===== src/sv/pcu_pkg.sv =====
`default_nettype none
package pcu_pkg;

	// Fixed point format of all operands and results.
	localparam int FRAC_BITS = 16;
	// Working magnitude width: any larger value saturates the result anyway.
	localparam int MAG_W = 63 - FRAC_BITS;
	localparam int HI_W = MAG_W - 32;
	localparam int NUM_W = MAG_W + 32;
	// Multiply-divide unit: two multiply stages, one set-up stage, one bit per stage.
	localparam int MD_LAT = MAG_W + 3;
	// Accept to result strobe.
	localparam int LATENCY = 3 * MD_LAT + 6;

	localparam logic [31:0] ONE_Q = 32'd1 << FRAC_BITS;
	localparam logic [31:0] TWO_Q = 32'd2 << FRAC_BITS;

	typedef enum logic [1:0] {
		MODE_LASSO = 2'd0,
		MODE_MCP   = 2'd1,
		MODE_SCAD  = 2'd2
	} mode_t;

	typedef enum logic [1:0] {
		REG_LAMBDA = 2'd0,
		REG_GAMMA  = 2'd1,
		REG_MODE   = 2'd2,
		REG_STDZ   = 2'd3
	} cfg_reg_t;

	// Item travelling down the pipeline alongside the arithmetic units.
	typedef struct packed {
		logic             neg;
		logic [MAG_W-1:0] mag;
		logic             s_neg;
		logic [31:0]      s_mag;
		logic             use_md;
		logic             fault;
	} item_t;

	function automatic logic [31:0] mag32(input logic [31:0] x);
		return x[31] ? (~x + 32'd1) : x;
	endfunction

endpackage
`default_nettype wire


===== src/sv/pcu_delay.sv =====
`default_nettype none
module pcu_delay (
	input  wire logic            clk,
	input  wire logic            arst_n,
	input  wire logic            in_valid,
	input  wire pcu_pkg::item_t  in_item,
	output logic                 out_valid,
	output pcu_pkg::item_t       out_item
);
	import pcu_pkg::*;

	logic  v_s    [0:MD_LAT-1];
	item_t item_s [0:MD_LAT-1];

	always_ff @(posedge clk or negedge arst_n) begin
		if (!arst_n) begin
			v_s[0] <= 1'b0;
		end else begin
			v_s[0] <= in_valid;
		end
	end

	always_ff @(posedge clk) begin
		item_s[0] <= in_item;
	end

	for (genvar k = 1; k < MD_LAT; k++) begin : g_tap
		always_ff @(posedge clk or negedge arst_n) begin
			if (!arst_n) begin
				v_s[k] <= 1'b0;
			end else begin
				v_s[k] <= v_s[k-1];
			end
		end

		always_ff @(posedge clk) begin
			item_s[k] <= item_s[k-1];
		end
	end

	assign out_valid = v_s[MD_LAT-1];
	assign out_item  = item_s[MD_LAT-1];

endmodule
`default_nettype wire


===== config.mk =====
export PLATFORM = sky130hd
export DESIGN_NAME = pcu_delay
export DESIGN_NICKNAME = d
export VERILOG_FILES = /design/src/sv/pcu_pkg.sv /design/src/sv/pcu_delay.sv
export SDC_FILE = /design/constraint.sdc
export NUM_CORES = 2
export LEC_CHECK = 0
export BUFFER_PORTS_ARGS = -buffer_cell sky130_fd_sc_hd__buf_4
export CORE_MARGIN = 2
export CORE_UTILIZATION = 30
export CTS_BUF_LIST = sky130_fd_sc_hd__clkbuf_8
export DETAILED_ROUTE_END_ITERATION = 10
export PLACE_DENSITY_LB_ADDON = 0.2
export SYNTH_ARGS = -nofsm -noshare
export SYNTH_HDL_FRONTEND = slang
export SYNTH_MEMORY_MAX_BITS = 65536
export SYNTH_SLANG_ARGS = --single-unit
export TNS_END_PERCENT = 50

===== constraint.sdc =====
create_clock -name clk -period 1.2 [get_ports clk]
set_input_delay 0.06 -clock clk [delete_from_list [all_inputs] [get_ports clk]]
set_output_delay 0.06 -clock clk [all_outputs]
set_load 0.01 [all_outputs]

==> metrics.log <==
INFO  metric placement_rows = 195
INFO  metric fin_setup_tns = -29860 ps
INFO  metric p_leak = 45.4 nW
INFO  metric vias_per_cell = 2.81
INFO  metric cp_slowest_cell = sky130_fd_sc_hd__dfrtp_1
INFO  metric die_area = 287000 um2
INFO  metric finalSetupViolCount = 84
INFO  metric route.detailed.drc = 0
INFO  metric drtPass1Iterations = 4
INFO  metric finalWirelength = 76500 um
INFO  metric synth_area_leader_cell = sky130_fd_sc_hd__dfxtp_1
INFO  metric boundaryPins = 170
INFO  metric min-delay-path-class = flip-flop to flip-flop
INFO  metric pin_count_of_the_biggest_net_entering_global_routing = 51
INFO  metric finClkSkew = 41.1 ps
INFO  metric portBuffers = 169
INFO  metric cts_max_level = 6
INFO  metric hold-worst-slack = 286 ps
INFO  metric power.ir.vdd_worst = 922 uV
INFO  metric number_of_max_slew_violations_in_the_final_report = 0
INFO  metric max_buffers_root_to_sink = 4
INFO  metric num_vias = 26785
INFO  metric preCtsSetupSlack = 660 ps
INFO  metric grt_pass1_wl = 132000 um
INFO  metric total_core_area = 282000 um2
INFO  metric design_power = 268 mW
INFO  metric pwr-share-clk = 0.441
INFO  metric crit_path_capture_type = output port
INFO  metric power-per-cell-area = 2500 nW/um2
INFO  metric cts_sinks = 4200
INFO  metric synthesized_netlist_net_count = 4369
INFO  metric synthesis.instances = 4283
INFO  metric maximum_operating_frequency = 614 MHz
INFO  metric global_route.overflow_total = 0
INFO  metric cap_viol_max_count = 0
INFO  metric violations = negative setup slack
INFO  metric initial_antenna_violation_count = 2
INFO  metric power_frac_comb = 0.005
INFO  metric finalNonFillerCells = 9523
INFO  metric postLayoutSetupSlackWorst = -428 ps
INFO  metric cts_setup_buffers = 0
INFO  metric drt_first_iter_violations = 1049
INFO  metric worst_ep_required_time = 1140 ps
INFO  metric max_slew_headroom_at_the_worst_pin = 0.603
INFO  metric dp_cells = 8112
INFO  metric numCtsBuffers = 651
INFO  metric ff2ff_path_depth = 0
INFO  metric arrival = 1570 ps
INFO  metric startpoint_type = flip-flop
INFO  metric outcome = complete, but fails checks
INFO  metric utilization = 0.379
INFO  metric crit_path_start = out_valid$_DFF_PN0_
INFO  metric layout.cell_area.non_filler = 107000 um2
INFO  metric grt_pass1_vias = 28926
INFO  metric syn_area = 85000 um2
INFO  metric power.switching_fraction = 0.204
INFO  metric die_height = 536 um
INFO  metric final_net_count = 5363
INFO  metric die_outline_width = 536 um
INFO  metric finalCritPeriodShare = 1.36
INFO  metric synthToLayoutAreaGrowth = 25.9%
INFO  metric syn-mean-instance-area = 19.8 um2
INFO  metric period_minus_slack = 1630 ps
INFO  metric ratio_of_cells_with_drive_above_1_in_the_final_layout = 0.206
INFO  metric mostFrequentLayoutCells = sky130_fd_sc_hd__dfxtp_1 (4075), sky130_fd_sc_hd__clkbuf_8 (827), sky130_fd_sc_hd__dlygate4sd3_1 (255)
INFO  metric most_common_library_cell_in_the_layout_ignoring_fill_and_taps = sky130_fd_sc_hd__dfxtp_1
INFO  metric routed_wire_length_per_instance = 8.04 um
INFO  metric initial_core_util = 0.301
INFO  metric max_slew.worst_pin.slew = 596 ps
INFO  metric yosys_warnings = 0
INFO  metric synth.ff_latch_count = 4200
INFO  metric p_switching = 54.6 mW
INFO  metric hold-path-cell-count = 0
INFO  metric finalWeightedCongestion = 0.574
INFO  metric power.internal = 213 mW
INFO  metric worstHoldStart = item_s[1][1291]$_DFF_P_
INFO  metric cts_tree = yes
INFO  metric r2r_start = v_s[14]$_DFF_PN0_
INFO  metric clock_tree.root_cell = sky130_fd_sc_hd__clkbuf_8
INFO  metric post_synth_main_area_contributors = sky130_fd_sc_hd__dfxtp_1 (98%), sky130_fd_sc_hd__dfrtp_1 (1.5%), sky130_fd_sc_hd__buf_4 (0.73%)
INFO  metric crit_path_cell_trace = buf_6
INFO  metric clkLatencyLatePin = 1090 ps
INFO  metric path_clk_slew = 60 ps
INFO  metric crit_path_max_fanout = 1
INFO  metric logic_depth_of_the_worst_path_buffers_included = 1
INFO  metric timing.final.hold_violations = 0
INFO  metric post_synth_num_cell_types = 3
INFO  metric pwr-share-seq = 0.554
INFO  metric cpPeakStageDelay = 370 ps
INFO  metric rsz0062_at_grt = true
INFO  metric multi_input_area = 0 um2
INFO  metric critical_path_class = flip-flop to output port
INFO  metric ant_nets = 0
INFO  metric placed_area = 90300 um2
INFO  metric synth-seq-area-share = 0.993
INFO  metric gr-usage-all-layers = 0.0533
INFO  metric synthDominantCellAreaShare = 0.978
INFO  metric critPathBufInv = 1
INFO  metric multi_input_cells = 0
INFO  metric timing.critical_path.max_delay_family = flip-flops
## cell usage after synthesis
| cell type | count |
|---|---|
| sky130_fd_sc_hd__dfxtp_1 | 4150 |
| sky130_fd_sc_hd__buf_4 | 83 |
| sky130_fd_sc_hd__dfrtp_1 | 50 |
## kinds of logic after synthesis
logic type,count (synthesis),share of synthesized area
buf+inv,83,0.00733
flops,4200,0.993
## path summary, 6_finish.rpt
kind                                                end  slack [ps]
min in group asynchronous             v_s[44]$_DFF_PN0_         600
worst max-delay path                          out_valid        -430
worst max register to register        v_s[13]$_DFF_PN0_         710
worst min-delay path            item_s[1][1374]$_DFF_P_         290
worst min register to register  item_s[1][1374]$_DFF_P_         290
max in group asynchronous              v_s[7]$_DFF_PN0_         170
## routing by layer
metal	wire, um	vias to the layer above	global-route usage
met5	0	-	0
met4	4560	0	0.0471
met3	7090	413	0.0293
met2	26500	751	0.0640
met1	38400	10301	0.0668
li1	-	15320	-
## state kept, by name, summed over array words and instances (netlist names)
name / count
v_s: 49
out_valid: 1
item_s: 4150
## power by group through the flow
stage               Sequential, mW  Combinational, mW  Clock, mW
global route                   149               1.36        131
floorplan                      151              0.282          0
finish                         149               1.27        118
detailed placement             152              0.541          0
global placement               151              0.537          0
CTS                            149               1.25        124
## layout make-up
cell class            instances  area (um2)
fill                      25951      175000
sequential                 4200       84400
clock buffer                827       11400
tap                        3743        4680
timing repair buffer        424        4130
clock inverter              322        2330
antenna                       7        17.5
## repair_timing
| action | 4_1_cts | 5_1_grt |
|---|---|---|
| gates resized for setup | 113 | 45 |
| hold buffers | 255 | 0 |
| pin swaps | 0 | 0 |
| endpoints found under the hold margin | 134 | 0 |
| setup endpoints to repair | 84 | 84 |
No activity file was read; power rests on OpenSTA's default activity.
