--- config.mk ---
export PLATFORM = sky130hd
export DESIGN_NAME = pcu_band
export DESIGN_NICKNAME = d
export VERILOG_FILES = /design/src/sv/pcu_pkg.sv /design/src/sv/pcu_band.sv
export SDC_FILE = /design/constraint.sdc
export NUM_CORES = 2
export LEC_CHECK = 0
export BUFFER_PORTS_ARGS = -buffer_cell sky130_fd_sc_hd__buf_4
export CORE_ASPECT_RATIO = 1.75
export CORE_UTILIZATION = 55
export CTS_BUF_LIST = sky130_fd_sc_hd__clkbuf_8 sky130_fd_sc_hd__clkbuf_16
export DETAILED_ROUTE_END_ITERATION = 10
export PLACE_DENSITY = 0.74
export SYNTH_ARGS = -nofsm -noshare
export SYNTH_HDL_FRONTEND = slang
export SYNTH_SLANG_ARGS = --single-unit
--- constraint.sdc ---
create_clock -name clk -period 3.4 [get_ports clk]
set_clock_uncertainty 0.1 [all_clocks]
set_input_delay 0.34 -clock clk [delete_from_list [all_inputs] [get_ports clk]]
set_output_delay 0.34 -clock clk [all_outputs]
set_load 0.02 [all_outputs]
--- src/sv/pcu_pkg.sv ---
`default_nettype none
package pcu_pkg;

	// Fixed point format of all operands and results.
	localparam int FRAC_BITS = 16;
	// Working magnitude width: any larger value saturates the result anyway.
	localparam int MAG_W = 63 - FRAC_BITS;
	localparam int HI_W = MAG_W - 32;
	localparam int NUM_W = MAG_W + 32;
	// Multiply-divide unit: two multiply stages, one set-up stage, one bit per stage.
	localparam int MD_LAT = MAG_W + 3;
	// Accept to result strobe.
	localparam int LATENCY = 3 * MD_LAT + 6;

	localparam logic [31:0] ONE_Q = 32'd1 << FRAC_BITS;
	localparam logic [31:0] TWO_Q = 32'd2 << FRAC_BITS;

	typedef enum logic [1:0] {
		MODE_LASSO = 2'd0,
		MODE_MCP   = 2'd1,
		MODE_SCAD  = 2'd2
	} mode_t;

	typedef enum logic [1:0] {
		REG_LAMBDA = 2'd0,
		REG_GAMMA  = 2'd1,
		REG_MODE   = 2'd2,
		REG_STDZ   = 2'd3
	} cfg_reg_t;

	// Item travelling down the pipeline alongside the arithmetic units.
	typedef struct packed {
		logic             neg;
		logic [MAG_W-1:0] mag;
		logic             s_neg;
		logic [31:0]      s_mag;
		logic             use_md;
		logic             fault;
	} item_t;

	function automatic logic [31:0] mag32(input logic [31:0] x);
		return x[31] ? (~x + 32'd1) : x;
	endfunction

endpackage
`default_nettype wire

--- src/sv/pcu_band.sv ---
`default_nettype none
module pcu_band (
	input  wire logic                      clk,
	input  wire logic                      arst_n,
	input  wire logic                      in_valid,
	input  wire pcu_pkg::item_t            in_item,
	input  wire logic [pcu_pkg::MAG_W-1:0] t2,
	input  wire logic [30:0]               lambda,
	input  wire logic [30:0]               gamma,
	input  wire logic [1:0]                mode,
	output logic                           out_valid,
	output pcu_pkg::item_t                 out_item,
	output logic [pcu_pkg::MAG_W-1:0]      md_a,
	output logic [31:0]                    md_b,
	output logic [31:0]                    md_c
);
	import pcu_pkg::*;

	logic [MAG_W-1:0]           gl_q;
	logic [FRAC_BITS+MAG_W-1:0] gl_prod;
	logic             v_s1;
	item_t            item_s1, nxt;
	logic [MAG_W-1:0] a_s1, a_nxt, y, l_ext, soft_l, soft_t;
	logic [31:0]      b_s1, c_s1, b_nxt, c_nxt, g_ext, gm1, gm2;

	// The knee gamma*lambda depends on configuration only.
	assign gl_prod = gamma * lambda;
	always_ff @(posedge clk) begin
		gl_q <= gl_prod[FRAC_BITS +: MAG_W];
	end

	always_comb begin
		y      = in_item.mag;
		l_ext  = MAG_W'(lambda);
		g_ext  = {1'b0, gamma};
		gm1    = g_ext - ONE_Q;
		gm2    = g_ext - TWO_Q;
		soft_l = (y > l_ext) ? y - l_ext : '0;
		soft_t = (y > t2) ? y - t2 : '0;
		nxt        = in_item;
		nxt.use_md = 1'b0;
		nxt.mag    = soft_l;
		a_nxt      = soft_l;
		b_nxt      = g_ext;
		c_nxt      = gm1;
		case (mode_t'(mode))
			MODE_MCP: begin
				if (g_ext <= ONE_Q) begin
					nxt.fault = 1'b1;
				end else if (y > gl_q) begin
					nxt.mag = y;
				end else begin
					nxt.use_md = 1'b1;
				end
			end
			MODE_SCAD: begin
				if (g_ext <= TWO_Q) begin
					nxt.fault = 1'b1;
				end else if (y > gl_q) begin
					nxt.mag = y;
				end else if (y > MAG_W'({lambda, 1'b0})) begin
					nxt.use_md = 1'b1;
					a_nxt      = soft_t;
					b_nxt      = gm1;
					c_nxt      = gm2;
				end
			end
			default: begin
			end
		endcase
	end

	always_ff @(posedge clk or negedge arst_n) begin
		if (!arst_n) begin
			v_s1 <= 1'b0;
		end else begin
			v_s1 <= in_valid;
		end
	end

	always_ff @(posedge clk) begin
		item_s1 <= nxt;
		a_s1    <= a_nxt;
		b_s1    <= b_nxt;
		c_s1    <= c_nxt;
	end

	assign out_valid = v_s1;
	assign out_item  = item_s1;
	assign md_a      = a_s1;
	assign md_b      = b_s1;
	assign md_c      = c_s1;

endmodule
`default_nettype wire

==> reports/qor.yml <==
fp.dieW_microns: 216
synth.most_common_cell: "inv_1"
maxSlewViolCount: 0
area_growth_pct: 30.4
setup_viol: 52
grt_use_total_pct: 38.0
yosysTopAreaCell: "fa_1"
core_area_sq_um: 79500
seq_area_frac_synth_pct: 10.2
io_pins: 392
cp_slowest_stage_delay_ns: 0.59
yosys.area_share.simple_pct: 17.1
synth_area_leaders: "fa_1 (38%), ha_1 (12%), dfxtp_1 (10%)"
syn_inst: 4967
rsz0062_at_grt: "true"
async_reset_ff_share_pct: 0.444
synth_nets: 6416
crit_top_cell: "fa_1"
fin_ws_ns: -3.39
synthAdderAreaFrac_pct: 49.8
final_nets: 7434
cp_max_fo: 6
hp-class: "input port to flip-flop"
maxCapViolCount: 0
status: "finished, violations left"
cts.clk_slew.worst_paths_ns: 0.07
drt_wl_total_microns: 157000
drtPass1Iterations: 8
failed_checks: "negative setup slack"
gp_congestion: 1.05
synth-xor-area-share_pct: 3.00
muxShareOfSynthArea_pct: 0.102
timing_hold_violations_final: 0
numCtsBuffers: 23
dp_hpwl_microns: 126000
crit_arrival_ns: 7.16
start_kind: "input port"
die_area_sq_um: 81300
syn_area_per_cell_sq_um: 8.87
antenna_found_initial: 3
dp_cells: 6859
grt_first_pass_wirelength_microns: 234000
vias_per_cell: 5.66
fin_crit_sh_pct: 200
portBuffers: 390
synth.cell_area_sq_um: 44100
ys_types: 93
drtIter0Drc: 2883
initial_core_util_pct: 55.4
wl_per_cell_microns: 22.3
htree_num_levels: 1
tightest_slew_ns: 0.715
fin_tns_setup_ns: -136.71
final_core_util_pct: 72.2
period_minus_slack_ns: 6.79
grt_pass1_vias: 42608
synth_top_family_by_area: "adder cells"
die_y_microns: 376
rows: 137
grt_max_degree: 28
synth_edf_count: 0
critical_path_class: "input port to flip-flop"
clock-root-buffer: "clkbuf_16"
vias: 39836
clk_latency_ns: 0.59
final_cells: 7042
drc: 0
slew_headroom_pct: 51.8
clock-sinks: 225
ys_ff_latch: 225
synth_compound_area_share_pct: 8.77
gr-total-overflow: 0
yosysWarnings: 0
crit_required_ns: 3.77
synth.top_cells.by_count: "inv_1 (980), fa_1 (838), nand2_1 (601)"
synthFlopType: "dfxtp_1"
holdWs_ns: 0.0188
clockBufferDepth: 3
nFillCells: 5788
yosysTopAreaCellShare_pct: 38.1
end_kind: "flip-flop"
cts_tree: "built"
ant_nets: 0
clock.fmax_mhz: 147
cpMaxStageDelayCell: "fa_2"
layout-drive-gt1-share_pct: 26.5
area by class of cell:
type	count	area, sq um	area share (%)
multi-input cells	3484	36200	63.0
repair buffers	1268	10900	19.0
flip-flops and latches	225	4510	7.85
inverters	982	3730	6.49
well taps	1042	1300	2.27
clock buffers	24	589	1.03
clock inverters	15	170	0.296
repair inverters	1	8.76	0.0152
diodes	1	2.50	0.00436
repair_timing:
action                                  in CTS  in global routing
pin swaps                                   84                124
resized for setup                          259                182
endpoints found under the hold margin       55                  0
endpoints found under the setup margin      55                122
buffers inserted                            47                 41
gates cloned                                 3                  4
hold buffers                                56                  0
through the flow:
stage	worst slack (ns)	cell area [sq um]
finish	-3.39	57400
global route	-3.53	57400
CTS	-3.25	56400
detailed placement	-4.06	53500
global placement	-4.00	53500
floorplan	-3.50	45300
critical path: cells and delay by family:
family,cells,cell delay (ns)
buffers and inverters,6,0.65
AOI/OAI and AO/OA,5,0.93
adders and majority gates,9,4.40
and+or+nand+nor,5,0.82
logic make-up (layout without fill, tap and decap cells):
| group | after synthesis | after routing |
|---|---|---|
| AND/OR/NAND/NOR | 1495 | 1495 |
| buffers and inverters | 1258 | 2290 |
| adder cells (fa/ha/maj) | 1252 | 1252 |
| AO/OA/AOI/OAI | 582 | 582 |
| flip-flops | 225 | 225 |
| XOR/XNOR | 151 | 151 |
| multiplexers | 4 | 4 |
| other | 0 | 1 |
final timing paths:
check,startpoint,to,cells past startpoint,slack [ns]
worst min-delay path,in_item[81],out_item[81],3,0.02
worst min register to register,gl_q[30],out_item[1],6,0.93
worst max-delay path,lambda[21],gl_q[44],25,-3.39
max in group asynchronous,arst_n,out_valid,3,2.53
worst max register to register,gl_q[44],out_item[37],13,0.06
min in group asynchronous,arst_n,out_valid,3,0.57
layer usage:
layer / track usage (%) / part of all wire, % / vias up
met4: 27.3 / 8.9 / 2
met1: 41.7 / 34 / 19653
li1: - / - / 17374
met3: 4.89 / 7.4 / 735
met2: 67.3 / 50 / 2072
met5: 0 / 0.0077 / -
layout by cell type (no fill, tap or decap), types with 13 or more instances in the layout:
master         count
nor2_2            14
xnor2_1           71
and2_1           425
buf_12            53
dfxtp_1          224
a21oi_1          125
dlygate4sd3_1     56
a31oi_1           21
o21bai_1          14
nor3_1            39
and2_4            43
ha_1             383
nor2_1           122
o21a_1            21
a22o_1            29
and3_1            18
fa_1             785
nand2_1          591
buf_6             69
o21ai_1           13
buf_8             13
nand4_1           45
xor2_1            74
ha_4              30
buf_4           1064
fa_2              53
inv_1            944
o21ai_0           97
inv_2             35
a21o_1            66
nand2b_1          15
o22ai_1           25
nand3_1           46
a21oi_2           19
clkbuf_16         26
sequential cells by signal, indices dropped and copies added (netlist names):
register   cells
gl_q          46
out_item      83
md_b          16
md_c          32
md_a          47
out_valid      1
Power is left out: the tool's default activity adds up to more than one toggle a clock period on the data nets, which glitch-free logic cannot reach.
