===== config.mk =====
export PLATFORM = sky130hd
export DESIGN_NAME = pcu_front
export DESIGN_NICKNAME = d
export VERILOG_FILES = /design/src/sv/pcu_pkg.sv /design/src/sv/pcu_front.sv
export SDC_FILE = /design/constraint.sdc
export NUM_CORES = 2
export LEC_CHECK = 0
export BUFFER_PORTS_ARGS = -buffer_cell sky130_fd_sc_hd__buf_2
export CAP_MARGIN = 25
export CORE_MARGIN = 2
export CORE_UTILIZATION = 34
export DETAILED_ROUTE_END_ITERATION = 8
export GPL_ROUTABILITY_DRIVEN = 1
export PLACE_DENSITY = 0.47
export SYNTH_ARGS = -nofsm -noshare
export SYNTH_HDL_FRONTEND = slang
export SYNTH_SLANG_ARGS = --single-unit

===== constraint.sdc =====
create_clock -name clk -period 9.4 [get_ports clk]
set_input_delay 1.88 -clock clk [delete_from_list [all_inputs] [get_ports clk]]
set_output_delay 1.88 -clock clk [all_outputs]
set_load 0.1 [all_outputs]

===== src/sv/pcu_pkg.sv =====
`default_nettype none
package pcu_pkg;

	// Fixed point format of all operands and results.
	localparam int FRAC_BITS = 16;
	// Working magnitude width: any larger value saturates the result anyway.
	localparam int MAG_W = 63 - FRAC_BITS;
	localparam int HI_W = MAG_W - 32;
	localparam int NUM_W = MAG_W + 32;
	// Multiply-divide unit: two multiply stages, one set-up stage, one bit per stage.
	localparam int MD_LAT = MAG_W + 3;
	// Accept to result strobe.
	localparam int LATENCY = 3 * MD_LAT + 6;

	localparam logic [31:0] ONE_Q = 32'd1 << FRAC_BITS;
	localparam logic [31:0] TWO_Q = 32'd2 << FRAC_BITS;

	typedef enum logic [1:0] {
		MODE_LASSO = 2'd0,
		MODE_MCP   = 2'd1,
		MODE_SCAD  = 2'd2
	} mode_t;

	typedef enum logic [1:0] {
		REG_LAMBDA = 2'd0,
		REG_GAMMA  = 2'd1,
		REG_MODE   = 2'd2,
		REG_STDZ   = 2'd3
	} cfg_reg_t;

	// Item travelling down the pipeline alongside the arithmetic units.
	typedef struct packed {
		logic             neg;
		logic [MAG_W-1:0] mag;
		logic             s_neg;
		logic [31:0]      s_mag;
		logic             use_md;
		logic             fault;
	} item_t;

	function automatic logic [31:0] mag32(input logic [31:0] x);
		return x[31] ? (~x + 32'd1) : x;
	endfunction

endpackage
`default_nettype wire


===== src/sv/pcu_front.sv =====
`default_nettype none
module pcu_front (
	input  wire logic          clk,
	input  wire logic          arst_n,
	input  wire logic          in_valid,
	input  wire logic [31:0]   gradient,
	input  wire logic [31:0]   coef_old,
	input  wire logic [31:0]   col_scale,
	input  wire logic          stdz,
	output logic               out_valid,
	output pcu_pkg::item_t     out_item
);
	import pcu_pkg::*;

	logic        v_s1, v_s2, v_s3;
	logic        g_neg_s1, b_neg_s1, s_neg_s1;
	logic [31:0] g_mag_s1, b_mag_s1, s_mag_s1;
	logic        g_neg_s2, p_neg_s2, s_neg_s2, flt_s2;
	logic [31:0] g_mag_s2, s_mag_s2;
	logic [MAG_W-1:0] p_mag_s2;
	item_t       item_s3;
	logic [63:0] prod;
	logic [MAG_W-1:0] p_mag, g_ext, y_mag;
	logic        y_neg;

	always_ff @(posedge clk or negedge arst_n) begin
		if (!arst_n) begin
			v_s1 <= 1'b0;
			v_s2 <= 1'b0;
			v_s3 <= 1'b0;
		end else begin
			v_s1 <= in_valid;
			v_s2 <= v_s1;
			v_s3 <= v_s2;
		end
	end

	always_ff @(posedge clk) begin
		g_neg_s1 <= gradient[31];
		b_neg_s1 <= coef_old[31];
		s_neg_s1 <= col_scale[31];
		g_mag_s1 <= mag32(gradient);
		b_mag_s1 <= mag32(coef_old);
		s_mag_s1 <= mag32(col_scale);
	end

	always_comb begin
		prod = b_mag_s1 * s_mag_s1;
		p_mag = stdz ? MAG_W'(b_mag_s1) : prod[FRAC_BITS +: MAG_W];
	end

	always_ff @(posedge clk) begin
		g_neg_s2 <= g_neg_s1 && (g_mag_s1 != 32'd0);
		g_mag_s2 <= g_mag_s1;
		p_mag_s2 <= p_mag;
		p_neg_s2 <= (stdz ? b_neg_s1 : (b_neg_s1 != s_neg_s1)) && (p_mag != '0);
		s_neg_s2 <= s_neg_s1;
		s_mag_s2 <= s_mag_s1;
		flt_s2   <= !stdz && (s_mag_s1 == 32'd0);
	end

	// Sign-magnitude sum of gradient and coefficient, scaled unless stdz.
	always_comb begin
		g_ext = MAG_W'(g_mag_s2);
		if (g_neg_s2 == p_neg_s2) begin
			y_mag = g_ext + p_mag_s2;
			y_neg = g_neg_s2;
		end else if (g_ext >= p_mag_s2) begin
			y_mag = g_ext - p_mag_s2;
			y_neg = g_neg_s2;
		end else begin
			y_mag = p_mag_s2 - g_ext;
			y_neg = p_neg_s2;
		end
		if (y_mag == '0) begin
			y_neg = 1'b0;
		end
	end

	always_ff @(posedge clk) begin
		item_s3.neg    <= y_neg;
		item_s3.mag    <= y_mag;
		item_s3.s_neg  <= s_neg_s2;
		item_s3.s_mag  <= s_mag_s2;
		item_s3.use_md <= 1'b0;
		item_s3.fault  <= flt_s2;
	end

	assign out_valid = v_s3;
	assign out_item  = item_s3;

endmodule
`default_nettype wire


==> flow_summary.toml <==
[sta]
setup_viol = 0
final_hold_viol_count = 0
rsz0062_at_grt = "no"
max_clock_freq_mhz = 110.8
slew_headroom_pct = 29.23
skew_ns = 0.03605
worst_slew_pin_slew_ns = 1.060
setup_tns_ns = 0
fin_crit_ns = 9.026
layout_worst_path_cycle_share_pct = 96.02
slew_viol_final = 0

[placement]
hpwl_mm = 135.0
port_buffers = 182
routabilityCongestion = 0.9384
placed_cell_area_um2 = 51540
place_inst = 7317

[floorplan]
die_y_um = 379.6
initial_core_util_pct = 34.34
die_w_um = 379.6
dieArea_um2 = 144100
rows = 137
coreArea_um2 = 139700
pin_count = 184

[logic_synthesis]
synth.most_common_cell = "inv_1"
yosys_warnings = 0
yosys.area.top_type = "fa_1"
avgSynthCellArea_um2 = 8.923
ys_top_cells_by_area = "fa_1 37%, dfxtp_1 12%, ha_1 9.2%, and2_1 8.0%, inv_1 7.6%"
async_flop_share_pct = 1.003
synthFlopType = "dfxtp_1"
synth_top_cell_area_share_pct = 37.43
yosys-top-cells-count = "965 x inv_1, 897 x fa_1, 614 x and2_1, 614 x nand2_1, 353 x ha_1"
ys_seq_area_share_pct = 12.51
ys_seq_elements = 299
postSynthCellCount = 5376
synth-edff-count = 0
synth.cell_area_um2 = 47970
yosysUniqueCellTypes = 92
syn_nets = 6726

[critical_path]
max_stage_delay_ns = 0.84
cpMaxStageDelayCell = "dfxtp_1"
cpMostUsedCell = "fa_1"
required_ns = 9.86
path_max_fanout = 20
crit_type = "register to register"
end_kind = "register"
crit_family = "adder cells"
critical_path.startpoint_type = "register"
arrival_ns = 9.49
r2r_cells = 29
crit_buf_inv = 6
cp.depth = 29

[drt]
firstDrtPassIters = 6
drtAntennaViolNets = 0
drt_iter0_markers = 2490
vias = 37197
drt-vias-per-instance = 5.035
wl_per_cell_um = 22.34
route.detailed.drc = 0
drt_wl_total_mm = 165.0

[finish]
fin_cells = 7387
nNetsFinal = 6832
seqCellArea_um2 = 6023
area_growth_syn_to_layout_pct = 10.36
fillCellCount = 14392
drive_gt1_share_pct = 8.404
multi_input_area_um2 = 37320
stdcell_area_um2 = 52940

[clock_tree]
cts_buffers = 39
cts_num_sinks = 299
worstSkewPairLatency_ns = 0.62
cts_tree = "built"
clk_pin_slew_ns = 0.06
htree_levels = 2
clock-root-buffer = "clkbuf_16"
cts.path.max_buffers = 3
cts_setup_buffers = 0

[global_route]
antenna_found_initial = 9
grt_usage_pct = 23.08
grt_pass1_vias = 39721
grt_pass1_wl_mm = 253.6
grt_overflow = 0
grt_max_degree = 84

[min_path]
min_path_cells = 0
holdCritPathClass = "register to register"

[status]
status = "finished, final reports clean"

[run]
drv_cap = 0
state kept, by name (all words and copies together), names as in the netlist:
register and cells:
s_mag_s2 32, g_neg_s2 1, p_neg_s2 1, v_s1 1, g_mag_s2 32, p_mag_s2 47, s_mag_s1 32, b_neg_s1 1
v_s2 1, s_neg_s1 1, out_valid 1, out_item 82, g_mag_s1 32, flt_s2 1, s_neg_s2 1, b_mag_s1 32
g_neg_s1 1
stage by stage:
stage               hold WS (ns)  setup slack, ns  utilization, %
finish                    0.3207           0.3743           37.90
CTS                       0.3185          0.02941           37.86
global placement          0.3101          0.06234           36.89
global route              0.3342         0.003427           37.89
detailed placement        0.3132         -0.09882           36.90
floorplan                 0.3096            1.315               -
kinds of logic after synthesis:
logic type,Yosys count,share of synthesized area (%)
adder cells (fa/ha/maj),1250,46.64
XOR/XNOR,183,3.341
multiplexers,10,0.2139
AND/OR/NAND/NOR,1707,18.35
flip-flops,299,12.51
buffers and inverters,1241,9.788
other,1,0.007817
AO/OA/AOI/OAI,685,9.152
routing by layer:
layer / share of wire (%) / wire length (um) / up-vias / track usage [%]
li1: - / - / 16918 / -
met1: 46 / 76630 / 19126 / 33.06
met2: 46 / 76270 / 976 / 37.51
met3: 5.2 / 8501 / 177 / 2.565
met4: 2.2 / 3624 / 0 / 4.862
met5: 0 / 0 / - / 0
worst paths after layout:
kind,startpoint,to,slack (ns)
min reg2reg,s_mag_s2[1],out_item[3],0.32
max,s_mag_s1[20],p_neg_s2,0.37
min,s_mag_s2[1],out_item[3],0.32
min in group asynchronous,arst_n,v_s1,1.07
max reg2reg,s_mag_s1[20],p_neg_s2,0.37
max in group asynchronous,arst_n,out_valid,8.23
timing repair:
action,4_1_cts,5_1_grt
endpoints found under the setup margin,1,1
gates resized for setup,1,23
hold endpoints to repair,0,0
hold buffers,0,0
placed cells by master, fill, tap and decap left out, drive strengths merged, types with 9 or more instances in the layout:
cell type and count:
o31ai 31, o221ai 17, nand2 616, nand4 36, and3 18, or2 10, o21a 18, fa 897
nor4 50, o211ai 30, a211oi 26, and2 615, nor2b 28, o21ai 167, nor2 149, a221oi 9
a31oi 30, clkbuf 45, nand3 41, or4 21, o41ai 16, dfxtp 296, ha 353, inv 976
nor3 48, xor2 32, o21bai 23, nand2b 19, a21o 41, a21oi 195, or3 31, xnor2 151
buf 337
layout make-up:
type | count | area share (%)
Antenna cell | 2 | 0.009453
Clock buffer | 45 | 1.924
Clock inverter | 23 | 0.6192
Inverter | 969 | 6.870
Multi-Input combinational cell | 3836 | 70.50
Sequential cell | 299 | 11.38
Tap cell | 1876 | 4.434
Timing Repair Buffer | 337 | 4.270
Power is left out: the tool's default activity adds up to more than one toggle a clock period on the data nets, which glitch-free logic cannot reach.
